### src/rtl/core/adjacent_swap_permutation_generator_assert.svh
// ----------------------------------------------------------------------------
// Assertion macros for the adjacent swap permutation generator
// Same-cycle and next-cycle implication checks, compiled out with NO_ASSERTIONS.
// ----------------------------------------------------------------------------
`ifndef ADJACENT_SWAP_PERMUTATION_GENERATOR_ASSERT_SVH
`define ADJACENT_SWAP_PERMUTATION_GENERATOR_ASSERT_SVH

`ifndef NO_ASSERTIONS
// ante holds -> cons holds in the same cycle
`define ASPG_ASSERT_IMP(lbl, clk, rst_n, ante, cons, msg) \
  lbl: assert property (@(posedge clk) disable iff (!rst_n) (ante) |-> (cons)) \
    else $error(msg);
// ante holds -> cons holds in the next cycle
`define ASPG_ASSERT_NXT(lbl, clk, rst_n, ante, cons, msg) \
  lbl: assert property (@(posedge clk) disable iff (!rst_n) (ante) |=> (cons)) \
    else $error(msg);
`else
`define ASPG_ASSERT_IMP(lbl, clk, rst_n, ante, cons, msg)
`define ASPG_ASSERT_NXT(lbl, clk, rst_n, ante, cons, msg)
`endif

`endif

### src/rtl/core/aspg_pkg.sv
// ----------------------------------------------------------------------------
// aspg_pkg
// Shared widths, state type and result type of the permutation generator.
// ----------------------------------------------------------------------------
package aspg_pkg;

  localparam int CFG_W       = 5;
  localparam int LEFT_W      = 4;
  localparam int VALUE_W     = 5;
  localparam int COUNT_RESET = 16;
  localparam int COUNT_MIN   = 2;

  typedef enum logic [2:0] {
    ST_IDLE,
    ST_SEARCH,
    ST_SWAP_HI,
    ST_SWAP_LO,
    ST_EMIT
  } state_t;

  typedef struct packed {
    logic               swap_valid;
    logic [LEFT_W-1:0]  left_position;
    logic [VALUE_W-1:0] moved_value;
    logic               finished;
  } result_t;

endpackage

### src/rtl/core/aspg_in_if.sv
// ----------------------------------------------------------------------------
// aspg_in_if
// Command channel: one word is a restart or advance request.
// ----------------------------------------------------------------------------
interface aspg_in_if;
  logic valid;
  logic ready;
  logic restart;

  modport source (output valid, output restart, input ready);
  modport sink   (input valid, input restart, output ready);
endinterface

### src/rtl/core/aspg_out_if.sv
// ----------------------------------------------------------------------------
// aspg_out_if
// Result channel: one word reports the swap made by one command.
// ----------------------------------------------------------------------------
interface aspg_out_if;
  import aspg_pkg::*;

  logic               valid;
  logic               ready;
  logic               swap_valid;
  logic [LEFT_W-1:0]  left_position;
  logic [VALUE_W-1:0] moved_value;
  logic               finished;

  modport source (output valid, output swap_valid, output left_position,
                  output moved_value, output finished, input ready);
  modport sink   (input valid, input swap_valid, input left_position,
                  input moved_value, input finished, output ready);
endinterface

### src/rtl/core/aspg_ram.sv
// ----------------------------------------------------------------------------
// aspg_ram
// Simple dual-port RAM: one write port, one read port, registered read.
// ----------------------------------------------------------------------------
module aspg_ram #(
  parameter int WIDTH = 4,
  parameter int DEPTH = 16
) (
  input  logic                     clk,
  input  logic                     we,
  input  logic [$clog2(DEPTH)-1:0] waddr,
  input  logic [WIDTH-1:0]         wdata,
  input  logic [$clog2(DEPTH)-1:0] raddr,
  output logic [WIDTH-1:0]         rdata
);

  logic [WIDTH-1:0] mem [DEPTH];
  logic [WIDTH-1:0] rdata_r;

  always_ff @(posedge clk) begin
    if (we) begin
      mem[waddr] <= wdata;
    end
    rdata_r <= mem[raddr];
  end

  assign rdata = rdata_r;

endmodule

### src/rtl/core/adjacent_swap_permutation_generator.sv
// ----------------------------------------------------------------------------
// adjacent_swap_permutation_generator
// Plain-changes permutation generator; each advance that does not finish swaps one adjacent pair.
// ----------------------------------------------------------------------------
// Usage:
//   in_ch  : one word per command; restart=1 reloads the identity row and all
//            directions left, restart=0 advances to the next permutation.
//   out_ch : one word per command: swap flag, left position of the swapped
//            pair, value that moved, and the finished flag.
//   cfg_we/cfg_wdata : element count n, clamped to 2..MAX_ELEMENTS; a write
//            also reloads the identity row. Write only while idle.
// Timing: restart and advances after finish go from accept through EMIT back
//   to IDLE. An advance that passes blocked elements before the one that moves
//   runs SEARCH, SWAP_HI, SWAP_LO, EMIT; the search reads one element per
//   cycle through the position RAM then the arrangement RAM, and the swap writes
//   in SWAP_HI then SWAP_LO on the single write port of each RAM.
// Reset: count 16 (or MAX_ELEMENTS if smaller), identity row, nothing done.
//   RAM entries carry valid bits; an unwritten entry reads as its own index.
// Stall: one output register; a finished result waits there and the next
//   command is taken; a further result holds until the register frees up.
// ----------------------------------------------------------------------------
`include "adjacent_swap_permutation_generator_assert.svh"

module adjacent_swap_permutation_generator #(
  parameter int MAX_ELEMENTS = 16
) (
  input  logic                      clk,
  input  logic                      rst_n,
  aspg_in_if.sink                   in_ch,
  aspg_out_if.source                out_ch,
  input  logic                      cfg_we,
  input  logic [aspg_pkg::CFG_W-1:0] cfg_wdata
);
  import aspg_pkg::*;

  localparam int IW         = $clog2(MAX_ELEMENTS);
  localparam int CNTW       = $clog2(MAX_ELEMENTS + 1);
  localparam int CW1        = CNTW + 1;
  localparam int COUNT_INIT = (COUNT_RESET < MAX_ELEMENTS) ? COUNT_RESET : MAX_ELEMENTS;

  state_t state_r, state_nxt;

  logic [CNTW-1:0]         count_r;
  logic [CNTW-1:0]         count_cfg;
  logic [MAX_ELEMENTS-1:0] dir_r;       // 1: element points left
  logic [MAX_ELEMENTS-1:0] arr_vld_r;
  logic [MAX_ELEMENTS-1:0] pos_vld_r;
  logic                    done_r;

  // search pipeline: A issues position read, B issues arrangement read, C tests
  logic [IW-1:0] ea_r, eb_r, ec_r, pc_r, qc_r;
  logic          a_v_r, b_v_r, c_v_r, open_c_r, left_c_r;

  logic [IW-1:0] sw_e_r, sw_p_r, sw_q_r, sw_other_r;
  result_t       res_r, out_r;
  logic          out_v_r;

  // RAM ports
  logic          arr_we, pos_we;
  logic [IW-1:0] arr_waddr, arr_wdata, pos_waddr, pos_wdata;
  logic [IW-1:0] arr_raddr, pos_raddr;
  logic [IW-1:0] arr_rdata, pos_rdata;

  logic          in_fire, out_free;
  logic [IW-1:0] pos_b, q_b, arr_c;
  logic          left_b, open_b, movable_c, last_c;

  aspg_ram #(.WIDTH(IW), .DEPTH(MAX_ELEMENTS)) u_arr_ram (
    .clk   (clk),
    .we    (arr_we),
    .waddr (arr_waddr),
    .wdata (arr_wdata),
    .raddr (arr_raddr),
    .rdata (arr_rdata)
  );

  aspg_ram #(.WIDTH(IW), .DEPTH(MAX_ELEMENTS)) u_pos_ram (
    .clk   (clk),
    .we    (pos_we),
    .waddr (pos_waddr),
    .wdata (pos_wdata),
    .raddr (pos_raddr),
    .rdata (pos_rdata)
  );

  assign in_fire  = in_ch.valid && in_ch.ready;
  assign out_free = !out_v_r || out_ch.ready;

  always_comb begin
    if (int'(cfg_wdata) < COUNT_MIN) begin
      count_cfg = CNTW'(COUNT_MIN);
    end else if (int'(cfg_wdata) > MAX_ELEMENTS) begin
      count_cfg = CNTW'(MAX_ELEMENTS);
    end else begin
      count_cfg = CNTW'(cfg_wdata);
    end
  end

  // stage B: position of eb is back; work out its neighbor
  assign pos_b  = pos_vld_r[eb_r] ? pos_rdata : eb_r;
  assign left_b = dir_r[eb_r];
  assign open_b = left_b ? (pos_b != '0) : ((CW1'(pos_b) + CW1'(1)) < CW1'(count_r));
  assign q_b    = left_b ? (pos_b - IW'(1)) : (pos_b + IW'(1));

  // stage C: neighbor value is back
  assign arr_c     = arr_vld_r[qc_r] ? arr_rdata : qc_r;
  assign movable_c = c_v_r && open_c_r && (arr_c < ec_r);
  assign last_c    = c_v_r && !movable_c && (ec_r == IW'(1));

  // next state
  always_comb begin
    state_nxt = state_r;
    case (state_r)
      ST_IDLE: begin
        if (in_fire) begin
          state_nxt = (in_ch.restart || done_r) ? ST_EMIT : ST_SEARCH;
        end
      end
      ST_SEARCH: begin
        if (movable_c) begin
          state_nxt = ST_SWAP_HI;
        end else if (last_c) begin
          state_nxt = ST_EMIT;
        end
      end
      ST_SWAP_HI: state_nxt = ST_SWAP_LO;
      ST_SWAP_LO: state_nxt = ST_EMIT;
      ST_EMIT: begin
        if (out_free) begin
          state_nxt = ST_IDLE;
        end
      end
      default: state_nxt = ST_IDLE;
    endcase
  end

  // FSM outputs: handshake and RAM ports
  always_comb begin
    in_ch.ready = 1'b0;
    arr_we      = 1'b0;
    pos_we      = 1'b0;
    arr_waddr   = sw_q_r;
    arr_wdata   = sw_e_r;
    pos_waddr   = sw_e_r;
    pos_wdata   = sw_q_r;
    pos_raddr   = ea_r;
    arr_raddr   = q_b;
    case (state_r)
      ST_IDLE: in_ch.ready = 1'b1;
      ST_SWAP_HI: begin
        arr_we = 1'b1;
        pos_we = 1'b1;
      end
      ST_SWAP_LO: begin
        arr_we    = 1'b1;
        pos_we    = 1'b1;
        arr_waddr = sw_p_r;
        arr_wdata = sw_other_r;
        pos_waddr = sw_other_r;
        pos_wdata = sw_p_r;
      end
      default: ;
    endcase
  end

  always_ff @(posedge clk) begin
    if (!rst_n) begin
      state_r   <= ST_IDLE;
      count_r   <= CNTW'(COUNT_INIT);
      dir_r     <= '1;
      arr_vld_r <= '0;
      pos_vld_r <= '0;
      done_r    <= 1'b0;
      a_v_r     <= 1'b0;
      b_v_r     <= 1'b0;
      c_v_r     <= 1'b0;
      out_v_r   <= 1'b0;
    end else begin
      state_r <= state_nxt;

      // in EMIT a taken word is replaced by the new one below
      if (out_v_r && out_ch.ready && state_r != ST_EMIT) begin
        out_v_r <= 1'b0;
      end

      case (state_r)
        ST_IDLE: begin
          if (in_fire) begin
            if (in_ch.restart) begin
              res_r     <= '0;
              dir_r     <= '1;
              arr_vld_r <= '0;
              pos_vld_r <= '0;
              done_r    <= 1'b0;
            end else if (done_r) begin
              res_r <= '{swap_valid: 1'b0, left_position: '0, moved_value: '0,
                         finished: 1'b1};
            end else begin
              res_r <= '0;
              ea_r  <= IW'(count_r - CNTW'(1));
              a_v_r <= 1'b1;
              b_v_r <= 1'b0;
              c_v_r <= 1'b0;
            end
          end
        end
        ST_SEARCH: begin
          if (a_v_r) begin
            ea_r  <= ea_r - IW'(1);
            a_v_r <= (ea_r != IW'(1));
          end
          eb_r     <= ea_r;
          b_v_r    <= a_v_r;
          ec_r     <= eb_r;
          pc_r     <= pos_b;
          qc_r     <= q_b;
          open_c_r <= open_b;
          left_c_r <= left_b;
          c_v_r    <= b_v_r;
          if (movable_c) begin
            sw_e_r     <= ec_r;
            sw_p_r     <= pc_r;
            sw_q_r     <= qc_r;
            sw_other_r <= arr_c;
            res_r.swap_valid    <= 1'b1;
            res_r.left_position <= LEFT_W'(32'(left_c_r ? qc_r : pc_r));
            res_r.moved_value   <= VALUE_W'(32'(ec_r) + 32'd1);
            res_r.finished      <= 1'b0;
          end else if (c_v_r) begin
            // blocked: turn around and keep looking lower
            dir_r[ec_r] <= !dir_r[ec_r];
            if (last_c) begin
              done_r         <= 1'b1;
              res_r.finished <= 1'b1;
            end
          end
        end
        ST_EMIT: begin
          if (out_free) begin
            out_r   <= res_r;
            out_v_r <= 1'b1;
          end
        end
        default: ;
      endcase

      if (arr_we) begin
        arr_vld_r[arr_waddr] <= 1'b1;
      end
      if (pos_we) begin
        pos_vld_r[pos_waddr] <= 1'b1;
      end

      if (cfg_we) begin
        count_r   <= count_cfg;
        dir_r     <= '1;
        arr_vld_r <= '0;
        pos_vld_r <= '0;
        done_r    <= 1'b0;
      end
    end
  end

  assign out_ch.valid         = out_v_r;
  assign out_ch.swap_valid    = out_r.swap_valid;
  assign out_ch.left_position = out_r.left_position;
  assign out_ch.moved_value   = out_r.moved_value;
  assign out_ch.finished      = out_r.finished;

  `ASPG_ASSERT_IMP(a_search_not_done, clk, rst_n, state_r == ST_SEARCH, !done_r,
    "search running after the last permutation")
  `ASPG_ASSERT_IMP(a_search_floor, clk, rst_n, state_r == ST_SEARCH && c_v_r, ec_r != '0,
    "search reached the smallest element")
  `ASPG_ASSERT_NXT(a_restart_clears, clk, rst_n, in_fire && in_ch.restart,
    arr_vld_r == '0 && pos_vld_r == '0 && (&dir_r) && !done_r,
    "restart did not reload the identity row")
  `ASPG_ASSERT_IMP(a_swap_not_finished, clk, rst_n, out_v_r && out_r.swap_valid,
    !out_r.finished, "word reports a swap and finish together")

endmodule
### src/flat_wrapper.sv
// flat-port wrapper written by rule: the top's interface ports become plain ports
module adjacent_swap_permutation_generator_flat import aspg_pkg::*;
#(
  parameter int MAX_ELEMENTS = 16
)
  (clk, rst_n, cfg_we, cfg_wdata, in_ch_valid, in_ch_restart, in_ch_ready, out_ch_valid, out_ch_swap_valid, out_ch_left_position, out_ch_moved_value, out_ch_finished, out_ch_ready);
  aspg_in_if in_ch_i ();
  aspg_out_if out_ch_i ();
  input  logic clk;
  input  logic rst_n;
  input  logic cfg_we;
  input  logic [aspg_pkg::CFG_W-1:0] cfg_wdata;
  input wire logic [$bits(in_ch_i.valid)-1:0] in_ch_valid;
  input wire logic [$bits(in_ch_i.restart)-1:0] in_ch_restart;
  output wire logic [$bits(in_ch_i.ready)-1:0] in_ch_ready;
  output wire logic [$bits(out_ch_i.valid)-1:0] out_ch_valid;
  output wire logic [$bits(out_ch_i.swap_valid)-1:0] out_ch_swap_valid;
  output wire logic [$bits(out_ch_i.left_position)-1:0] out_ch_left_position;
  output wire logic [$bits(out_ch_i.moved_value)-1:0] out_ch_moved_value;
  output wire logic [$bits(out_ch_i.finished)-1:0] out_ch_finished;
  input wire logic [$bits(out_ch_i.ready)-1:0] out_ch_ready;
  assign in_ch_i.valid = in_ch_valid;
  assign in_ch_i.restart = in_ch_restart;
  assign in_ch_ready = in_ch_i.ready;
  assign out_ch_valid = out_ch_i.valid;
  assign out_ch_swap_valid = out_ch_i.swap_valid;
  assign out_ch_left_position = out_ch_i.left_position;
  assign out_ch_moved_value = out_ch_i.moved_value;
  assign out_ch_finished = out_ch_i.finished;
  assign out_ch_i.ready = out_ch_ready;
  adjacent_swap_permutation_generator #(.MAX_ELEMENTS(MAX_ELEMENTS)) u_core (.clk(clk), .rst_n(rst_n), .in_ch(in_ch_i), .out_ch(out_ch_i), .cfg_we(cfg_we), .cfg_wdata(cfg_wdata));
endmodule
### config.mk
export PLATFORM = sky130hd
export DESIGN_NAME = adjacent_swap_permutation_generator_flat
export DESIGN_NICKNAME = d
export VERILOG_FILES = /design/src/rtl/core/aspg_pkg.sv /design/src/rtl/core/aspg_in_if.sv /design/src/rtl/core/aspg_out_if.sv /design/src/rtl/core/aspg_ram.sv /design/src/rtl/core/adjacent_swap_permutation_generator.sv /design/src/flat_wrapper.sv
export VERILOG_INCLUDE_DIRS = /design/src /design/src/rtl/core
export SDC_FILE = /design/constraint.sdc
export NUM_CORES = 1
export LEC_CHECK = 0
export BUFFER_PORTS_ARGS = -buffer_cell sky130_fd_sc_hd__buf_2
export CORE_MARGIN = 2
export CORE_UTILIZATION = 55
export CTS_CLUSTER_DIAMETER = 150
export DETAILED_ROUTE_END_ITERATION = 16
export PLACE_DENSITY = 0.72
export SLEW_MARGIN = 15
export SYNTH_ARGS = -nofsm -noshare
export SYNTH_HDL_FRONTEND = slang
export SYNTH_SLANG_ARGS = --single-unit
export TNS_END_PERCENT = 5
### constraint.sdc
create_clock -name clk -period 7.45 [get_ports clk]
set_input_delay 1.49 -clock clk [delete_from_list [all_inputs] [get_ports clk]]
set_output_delay 1.49 -clock clk [all_outputs]
set_load 0.01 [all_outputs]
==> results_dict.tcl, run 1 <==
set metrics [dict create \
    status "finished, final reports clean" \
    fin_crit_ns 6.06 \
    finalNonFillerCells 1185 \
    synth-edff-count 188 \
    die_h_um 148 \
    syn_to_final_growth_pct 10.6 \
    critPathArrivalTime_ns 6.46 \
    finalCritPeriodShare_pct 81.3 \
    worstSetupStartpointType "register" \
    cts_buffer_depth 3 \
    synth_cell_type_count 59 \
    place_area_um2 11700 \
    antenna_found_initial 0 \
    fin_setup_tns_ns 0 \
    wl_mm 26.0 \
    drtPass1Iterations 6 \
    hpwl_mm 17.8 \
    path_clk_slew_ns 0.06 \
    route.detailed.drc 0 \
    drtIter0Drc 708 \
    setup_viol 0 \
    rr_startpoint "u_core.eb_r[1]" \
    seq_power_share_pct 49.1 \
    n_antenna_cell 0 \
    synth_area_per_cell_um2 12.9 \
    maxSlewViolCount 0 \
    core_area_um2 20300 \
    die_x_um 148 \
    cts_resized 0 \
    final_common_cell "edfxtp_1" \
    grt_pass1_wl_mm 40.8 \
    end_kind "register" \
    maxCapViolCount 0 \
    drive_gt1_share_pct 14.3 \
    skew_ns 0.0187 \
    ir_worst_vdd_v 0.000189 \
    tightest_slew_ns 1.06 \
    r2r_cells 14 \
    worstSetupPathType "register to register" \
    path_max_fanout 36 \
    mostFrequentLayoutCells "188 x edfxtp_1, 81 x nor2_1, 69 x dfxtp_1, 66 x nand2_1, 55 x nor3_1" \
    rsz0062_at_grt "false" \
    ant_nets 0 \
    dieArea_um2 21900 \
    cts_made_buffers 27 \
    power.share.switching_pct 23.3 \
    reg2reg_to "u_core.u_arr_ram.rdata[2]" \
    clk_latency_ns 0.54 \
    cts_setup_buffers 0 \
    pwr-share-comb_pct 9.0 \
    dp.cells 1136 \
    gp_congestion 0.939 \
    ctsHoldBuffers 0 \
    critical_path.startpoint "u_core.eb_r[1]" \
    internal_power_mw 2.52 \
    grt_pass1_vias 7241 \
    hold_violations 0 \
    grtUsageTotal_pct 24.2 \
    power.leakage_nw 4.27 \
    hold_class "register to register" \
    overflow 0 \
    p_switching_mw 0.765 \
    viasPerCell 6.22 \
    synth_nets 914 \
    synth_area_um2 11400 \
    port_buffers 23 \
    finalPower_mw 3.28 \
    vias 7368 \
    htreeDepth 1 \
    pre_cts_ws_ns 1.51 \
    ys.flop_type "edfxtp_1" \
    synth-seq-cells 257 \
    initial_core_util_pct 56.2 \
    ioPinCount 24 \
    power_density_nw_per_um2 260 \
    grt_max_degree 43 \
    max_freq_mhz 165 \
    yosysWarningCount 0 \
    clkPwrFrac_pct 41.8 \
    wire_per_inst_um 21.9 \
    regToRegSetupSlack_ns 1.39 \
    cts_root_buf "clkbuf_16" \
    netlist_instances 884 \
    cts_tree "yes" \
    final_area_um2 12600 \
    endpoint "u_core.u_arr_ram.rdata[2]" \
    cp.required_ns 7.85 \
    fin_ws_ns 1.39 \
    relSlewSlack_pct 29.2 \
    rows 52 \
    cts_sinks 257 \
    fin_nets 925 \
    synth-seq-area-share_pct 61.6 \
    synthArstFlopShare_pct 0 \
]
==> state kept, by name (all words and copies together), names as in the netlist, 3 cells and up <==
signal                       cells
u_core.ec_r                      4
u_core.eb_r                      4
u_core.arr_vld_r                16
u_core.u_pos_ram.rdata           4
u_core.pos_vld_r                16
u_core.sw_e_r                    4
u_core.state_r                   3
u_core.dir_r                    16
u_core.sw_p_r                    4
u_core.res_r                    11
u_core.pc_r                      4
u_core.out_ch.left_position      4
u_core.count_r                   5
u_core.u_arr_ram.mem            64
u_core.qc_r                      4
u_core.out_ch.moved_value        5
u_core.ea_r                      4
u_core.sw_other_r                4
u_core.u_arr_ram.rdata           4
u_core.u_pos_ram.mem            64
u_core.sw_q_r                    4
==> critical path, cell delays in order, from the launching register on <==
cell,delay (ns)
edfxtp_1,0.75
mux4_1,0.69
mux4_2,0.63
mux2i_4,0.61
inv_4,0.26
fa_1,0.48
xor2_2,0.15
buf_4,0.24
inv_1,0.75
nand2_1,0.30
or4_1,0.56
nor2_1,0.22
a2111oi_4,0.07
nand3_1,0.11
mux2i_1,0.08
==> stage by stage <==
stage / util, % / hold WS (ns)
floorplan: - / 0.400
global placement: 57.6 / 0.401
detailed placement: 57.6 / 0.406
CTS: 62.1 / 0.420
global route: 62.1 / 0.422
finish: 62.1 / 0.417
==> worst min-delay path by stage <==
stage / startpoint / to / slack, ns / cells past startpoint
after floorplan: u_core.res_r[0] / u_core.out_ch.finished / 0.40 / 0
after global placement: u_core.res_r[7] / u_core.out_ch.left_position[1] / 0.40 / 0
after detailed placement: u_core.res_r[3] / u_core.out_ch.moved_value[2] / 0.41 / 0
after CTS: u_core.res_r[3] / u_core.out_ch.moved_value[2] / 0.42 / 0
after global routing: u_core.res_r[3] / u_core.out_ch.moved_value[2] / 0.42 / 0
final: u_core.res_r[3] / u_core.out_ch.moved_value[2] / 0.42 / 0
==> cell usage after synthesis (all sizes together), types with 8 or more instances <==
master  instances  area share, %
o21ai          30            1.3
a211oi         21            1.4
mux4           44            8.8
nand2          66            2.2
dfxtp          69             12
and2            9           0.49
inv            36            1.2
edfxtp        188             50
nor4            9           0.49
nor2           81            2.7
nand3          14           0.61
nor2b          12           0.66
a21oi          54            2.4
buf            15           0.83
nor3           55            2.4
xnor2           8           0.78
o211ai          8           0.53
o21a            9           0.59
ha             18            2.0
or3             8           0.44
mux2i          25            2.3
clkbuf         33            1.1
==> metal layers <==
| metal | vias to the layer above | GRT usage, % | wire length, um |
|---|---|---|---|
| li1 | 3374 | - | - |
| met1 | 3647 | 34.2 | 11100 |
| met2 | 301 | 39.8 | 12400 |
| met3 | 46 | 3.18 | 1780 |
| met4 | 0 | 6.76 | 626 |
| met5 | - | 0 | 0 |
==> power groups by stage <==
stage | clock network (mW) | registers [mW] | logic, mW
2_1_floorplan | 0 | 1.62 | 0.237
3_3_place_gp | 0 | 1.64 | 0.287
3_5_place_dp | 0 | 1.64 | 0.294
4_1_cts | 1.39 | 1.61 | 0.296
5_1_grt | 1.45 | 1.62 | 0.329
6_report | 1.37 | 1.61 | 0.297
==> cell type report <==
| cell class | instances | area, um2 |
|---|---|---|
| Inverter | 37 | 141 |
| Fill cell | 1551 | 7690 |
| Timing Repair Buffer | 30 | 168 |
| Sequential cell | 257 | 7030 |
| Clock inverter | 13 | 174 |
| Multi-Input combinational cell | 542 | 4030 |
| Tap cell | 270 | 338 |
| Clock buffer | 36 | 739 |
==> kinds of logic after synthesis <==
kind of cell               after synthesis  share of synthesized area, %
and+or+nand+nor                        272                          11.1
muxes                                   75                          11.7
buffers and inverters                   85                          3.16
xor gates and xnor gates                11                          1.01
AOI/OAI and AO/OA                      165                          9.36
adders and majority gates               19                          2.15
DFF                                    257                          61.6
Power figures use the tool's default switching activity.
==> run 2: changes to the inputs <==
Settings changed: ABC_AREA set to 1, PLACE_DENSITY 0.72 to 0.75.
Clock period 7.45 ns to 5.15 ns, I/O delays scaled along.
==> run 2 against run 1 <==
Sequential share of layout area is 0.56 points higher. Flip-flop and latch count is the same. Largest power group unchanged. Clock power increased by 39%. Die area shrank 0.89%. First-iteration DRC count up 12%. Highest routed layer unchanged. Critical path type unchanged. Count of clock-buffer cells in the layout shrank 1.
==> results_dict.tcl, run 2 <==
set metrics [dict create \
    fin_setup_tns_ns 0 \
    cts_tree "yes" \
    wl_mm 26.2 \
    holdWs_ns 0.409 \
    path_clk_slew_ns 0.07 \
    rows 52 \
    cts_buffer_depth 3 \
    tightest_slew_ns 1.09 \
    pre_cts_ws_ns 1.12 \
    yosys-top-cells-area "edfxtp_1 50%, dfxtp_1 12%, nor2_1 6.6%" \
    ir_worst_vdd_v 0.000302 \
    yosysMostFrequentCell "nor2_1" \
    cts_made_buffers 26 \
    mostFrequentLayoutCells "198 x nor2_1, 188 x edfxtp_1, 174 x nand2_1, 131 x inv_1, 87 x o21ai_0" \
    viasPerCell 5.70 \
    cts_root_buf "clkbuf_16" \
    core_area_um2 20200 \
    cts_sinks 257 \
    grt_pass1_wl_mm 41.9 \
    maxSlewViolCount 0 \
    ioPinCount 24 \
    clk_latency_ns 0.53 \
    status "finished, final reports clean" \
    htreeDepth 1 \
    critical_path.startpoint "u_core.eb_r[0]" \
    skew_ns 0.0126 \
    relSlewSlack_pct 27.1 \
    gp_congestion 0.917 \
    rsz0062_at_grt "false" \
    n_antenna_cell 0 \
    grtUsageTotal_pct 24.4 \
    ant_nets 0 \
    ctsHoldBuffers 0 \
    dieArea_um2 21700 \
    hpwl_mm 17.6 \
    synth_area_per_cell_um2 9.71 \
    drive_gt1_share_pct 6.82 \
    worstSetupStartpointType "register" \
    critPathArrivalTime_ns 4.61 \
    yosysWarningCount 0 \
    antenna_found_initial 0 \
    end_kind "register" \
    die_h_um 147 \
    synth_top_cell_by_area "edfxtp_1" \
    finalCritPeriodShare_pct 81.3 \
    vias 8385 \
    grt_max_degree 54 \
    power_density_nw_per_um2 423 \
    ys.flop_type "edfxtp_1" \
    fin_crit_ns 4.19 \
    die_x_um 147 \
    cp.required_ns 5.58 \
    synth-seq-cells 257 \
    netlist_instances 1164 \
    synth_area_um2 11300 \
    hold_violations 0 \
    synth-edff-count 188 \
    wire_per_inst_um 17.8 \
    cts_setup_buffers 0 \
    setup_viol 0 \
    overflow 0 \
    fin_nets 1212 \
    drtPass1Iterations 7 \
    synth_cell_type_count 40 \
    hold_class "register to register" \
    port_buffers 23 \
    synth_nets 1194 \
    syn_to_final_growth_pct 10.5 \
    final_common_cell "nor2_1" \
    synth-seq-area-share_pct 62.2 \
    top_regs "u_core.u_arr_ram.mem: 64 flops, u_core.u_pos_ram.mem: 64 flops" \
    grt_pass1_vias 7883 \
    finalPower_mw 5.28 \
    rr_startpoint "u_core.eb_r[0]" \
    power.leakage_nw 4.80 \
    synth.top_cells.by_count "198 x nor2_1, 188 x edfxtp_1, 174 x nand2_1, 131 x inv_1, 87 x o21ai_0" \
    min_from "u_core.res_r[1]" \
    synthArstFlopShare_pct 0 \
    worstSetupPathType "register to register" \
    fin_ws_ns 0.965 \
    initial_core_util_pct 56.0 \
    drtIter0Drc 792 \
    maxCapViolCount 0 \
    fillers 1658 \
    path_max_fanout 23 \
    cts_resized 0 \
    route.detailed.drc 0 \
    yosysTopAreaCellShare_pct 50.0 \
    max_freq_mhz 239 \
]
[run 2: changes by cell type after synthesis, moves of 22 or more]
cell	change
nand3_1	+47
nor3_1	-51
inv_1	+96
mux2i_1	-22
nand2_1	+108
o21ai_1	+28
nor2_1	+117
o21ai_0	+58
mux4_2	-42
[run 2: path summary, 6_finish.rpt]
path	end	slack, ns	depth (start not counted)
worst max-delay path	u_core.u_arr_ram.rdata[1]	0.96	15
worst min-delay path	u_core.out_ch.moved_value[0]	0.41	0
worst max register to register	u_core.u_arr_ram.rdata[1]	0.96	15
worst min register to register	u_core.out_ch.moved_value[0]	0.41	0
[run 2: logic make-up after synthesis]
kind of cell / after synthesis / synth area share, %
simple gates: 462 / 16.7
flops: 257 / 62.2
compound gates: 235 / 11.5
buf+inv: 180 / 6.39
fa+ha+maj: 19 / 2.17
xor+xnor: 9 / 0.830
mux: 2 / 0.177
[run 2: layout make-up]
| class | count | area (um2) | share of cell area [%] |
|---|---|---|---|
| Clock inverter | 13 | 144 | 1.15 |
| Tap cell | 270 | 338 | 2.71 |
| Timing Repair Buffer | 32 | 183 | 1.46 |
| Multi-Input combinational cell | 727 | 3550 | 28.4 |
| Inverter | 138 | 518 | 4.15 |
| Clock buffer | 35 | 726 | 5.81 |
| Sequential cell | 257 | 7030 | 56.3 |
[run 2: through the flow]
| step | instance area [um2] | instances | utilization [%] |
|---|---|---|---|
| floorplan | 11300 | 1164 | - |
| global placement | 11600 | 1424 | 57.6 |
| detailed placement | 11600 | 1424 | 57.6 |
| CTS | 12500 | 1472 | 61.9 |
| global route | 12500 | 1472 | 61.9 |
| finish | 12500 | 1472 | 61.9 |
[run 2: critical path, cell delays in order (launching register included)]
cell,delay [ns]
edfxtp_1,0.74
inv_2,0.26
o21ai_0,0.25
nand3_1,0.09
nand3_1,0.09
nand2_2,0.14
o21ai_4,0.21
inv_2,0.19
fa_1,0.88
clkinv_1,0.61
o211ai_1,0.29
o21ai_1,0.10
nand2_1,0.07
nand2_1,0.06
nand2_1,0.05
nand2_1,0.05
[run 2: where the power goes]
group | internal [mW] | total (mW) | switching, mW
clock | 1.14 | 1.91 | 0.771
sequential | 2.33 | 2.40 | 0.0763
combinational | 0.310 | 0.968 | 0.658
[run 2: layer usage]
metal	vias up	track usage, %	wire (um)
met2	319	38.4	12100
li1	3998	-	-
met4	0	7.74	886
met3	67	3.20	1640
met1	4001	35.5	11600
met5	-	0	0
==> run 3: changes to the inputs <==
Settings changed: PLACE_DENSITY 0.75 to 0.72.
Clock period 5.15 ns to 3.9 ns, I/O delays scaled along.
==> run 3 against run 2 <==
Clock power is 39% higher. Count of clock-buffer cells in the layout grew 1. Maximum frequency up 20%. Via count down 0.97%. Power up 36%. Core utilization increased by 0.69 points. Die area is the same. Critical endpoint is now u_core.open_c_r.
==> results_dict.tcl, run 3 (synthesized netlist as in run 2, its figures left out) <==
set metrics [dict create \
    cts_resized 0 \
    status "finished, final reports clean" \
    worstSetupStartpointType "register" \
    path_clk_slew_ns 0.06 \
    cts_root_buf "clkbuf_16" \
    syn_to_final_growth_pct 11.7 \
    ir_worst_vdd_v 0.000541 \
    rsz0062_at_grt "false" \
    cts_sinks 257 \
    rows 52 \
    power_density_nw_per_um2 568 \
    die_x_um 147 \
    vias 8304 \
    antenna_found_initial 0 \
    final_common_cell "nor2_1" \
    cts_setup_buffers 0 \
    gp_congestion 0.875 \
    port_buffers 23 \
    power.leakage_nw 4.89 \
    maxCapViolCount 0 \
    fin_setup_tns_ns 0 \
    finalPower_mw 7.17 \
    grt_pass1_vias 7922 \
    initial_core_util_pct 56.0 \
    cpMaxStageDelayCell "edfxtp_1" \
    hold_class "register to register" \
    drtPass1Iterations 6 \
    hold_violations 0 \
    viasPerCell 5.60 \
    max_freq_mhz 287 \
    worstSetupPathType "register to register" \
    pre_cts_ws_ns 0.480 \
    ioPinCount 24 \
    hpwl_mm 17.7 \
    route.detailed.drc 0 \
    holdWs_ns 0.415 \
    drtIter0Drc 829 \
    critPathArrivalTime_ns 3.86 \
    maxSlewViolCount 0 \
    fin_ws_ns 0.416 \
    mostFrequentLayoutCells "198 x nor2_1, 188 x edfxtp_1, 174 x nand2_1, 131 x inv_1, 87 x o21ai_0" \
    path_max_fanout 53 \
    clk_latency_ns 0.53 \
    grtUsageTotal_pct 24.7 \
    grt_max_degree 54 \
    drive_gt1_share_pct 7.99 \
    setup_viol 0 \
    core_area_um2 20200 \
    grt_pass1_wl_mm 42.2 \
    finalCritPeriodShare_pct 89.3 \
    cts_tree "yes" \
    tightest_slew_ns 0.655 \
    ctsHoldBuffers 0 \
    n_antenna_cell 0 \
    dieArea_um2 21700 \
    htreeDepth 1 \
    critical_path.cell_chain "inv_2 -> o21ai_0 -> nand3_1 -> nand3_1 -> nand2_2 -> o21ai_4 -> buf_4 -> ha_1 -> nand2_1 -> nor2_1 -> ha_1 -> nand2_1 -> inv_1 -> a221oi_1 -> o21ai_1 -> a21oi_1" \
    cts_made_buffers 27 \
    skew_ns 0.00877 \
    fin_nets 1225 \
    wl_mm 26.7 \
    critPathMaxStageDelay_ns 0.58 \
    die_h_um 147 \
    cp.required_ns 4.28 \
    end_kind "register" \
    top_regs "u_core.u_arr_ram.mem: 64 flops, u_core.u_pos_ram.mem: 64 flops" \
    ant_nets 0 \
    wire_per_inst_um 18.0 \
    relSlewSlack_pct 56.2 \
    cts_buffer_depth 3 \
    overflow 0 \
    fin_crit_ns 3.48 \
]
==> run 3: cell count changes in the layout (fill, tap and decap cells not counted) <==
cell       previous run  this run
buf_4                 9        21
clkinv_1              9         5
bufinv_16             3         5
clkinv_2              2         4
clkinv_4              2         0
clkbuf_1              6         7
inv_6                 0         1
==> run 3: worst max-delay path: cells and delay by family (launching register included) <==
kind | cells | cell delay (ns)
adders and majority gates | 2 | 0.53
DFF | 1 | 0.58
buffers and inverters | 3 | 0.69
and+or+nand+nor | 6 | 0.57
AOI/OAI and AO/OA | 5 | 0.95
==> run 3: through the flow <==
| step | utilization (%) | std cells | cell area [um2] |
|---|---|---|---|
| floorplan | - | 1164 | 11300 |
| global placement | 58.0 | 1436 | 11700 |
| detailed placement | 58.0 | 1436 | 11700 |
| CTS | 62.6 | 1484 | 12600 |
| global route | 62.6 | 1484 | 12600 |
| finish | 62.6 | 1484 | 12600 |
==> run 3: final cells by class <==
type | count | area [um2]
clock inverters | 12 | 190
multi-input cells | 727 | 3550
flip-flops and latches | 257 | 7030
clock buffers | 36 | 729
inverters | 138 | 518
fillers | 1657 | 7540
repair buffers | 44 | 273
well taps | 270 | 338
==> run 3: routing by layer <==
| layer | GRT usage (%) | wire length, um | vias to the layer above | part of all wire [%] |
|---|---|---|---|---|
| met5 | 0 | 0 | - | 0 |
| met4 | 6.49 | 627 | 0 | 2.3 |
| met3 | 3.04 | 2110 | 49 | 7.9 |
| met2 | 41.3 | 12800 | 347 | 48 |
| met1 | 34.6 | 11200 | 3891 | 42 |
| li1 | - | - | 4017 | - |
==> run 3: report_power, final <==
part | leakage, nW | total, mW | internal, mW | switching, mW
combinational | 2.18 | 1.34 | 0.439 | 0.898
sequential | 2.26 | 3.17 | 3.07 | 0.0991
clock | 0.448 | 2.66 | 1.64 | 1.02
==> run 3: final timing paths <==
check	depth (start not counted)	to	startpoint	slack (ns)
setup / recovery	16	u_core.open_c_r	u_core.eb_r[0]	0.42
hold / removal	0	u_core.out_ch.moved_value[1]	u_core.res_r[2]	0.41
setup reg to reg	16	u_core.open_c_r	u_core.eb_r[0]	0.42
hold reg to reg	0	u_core.out_ch.moved_value[1]	u_core.res_r[2]	0.41
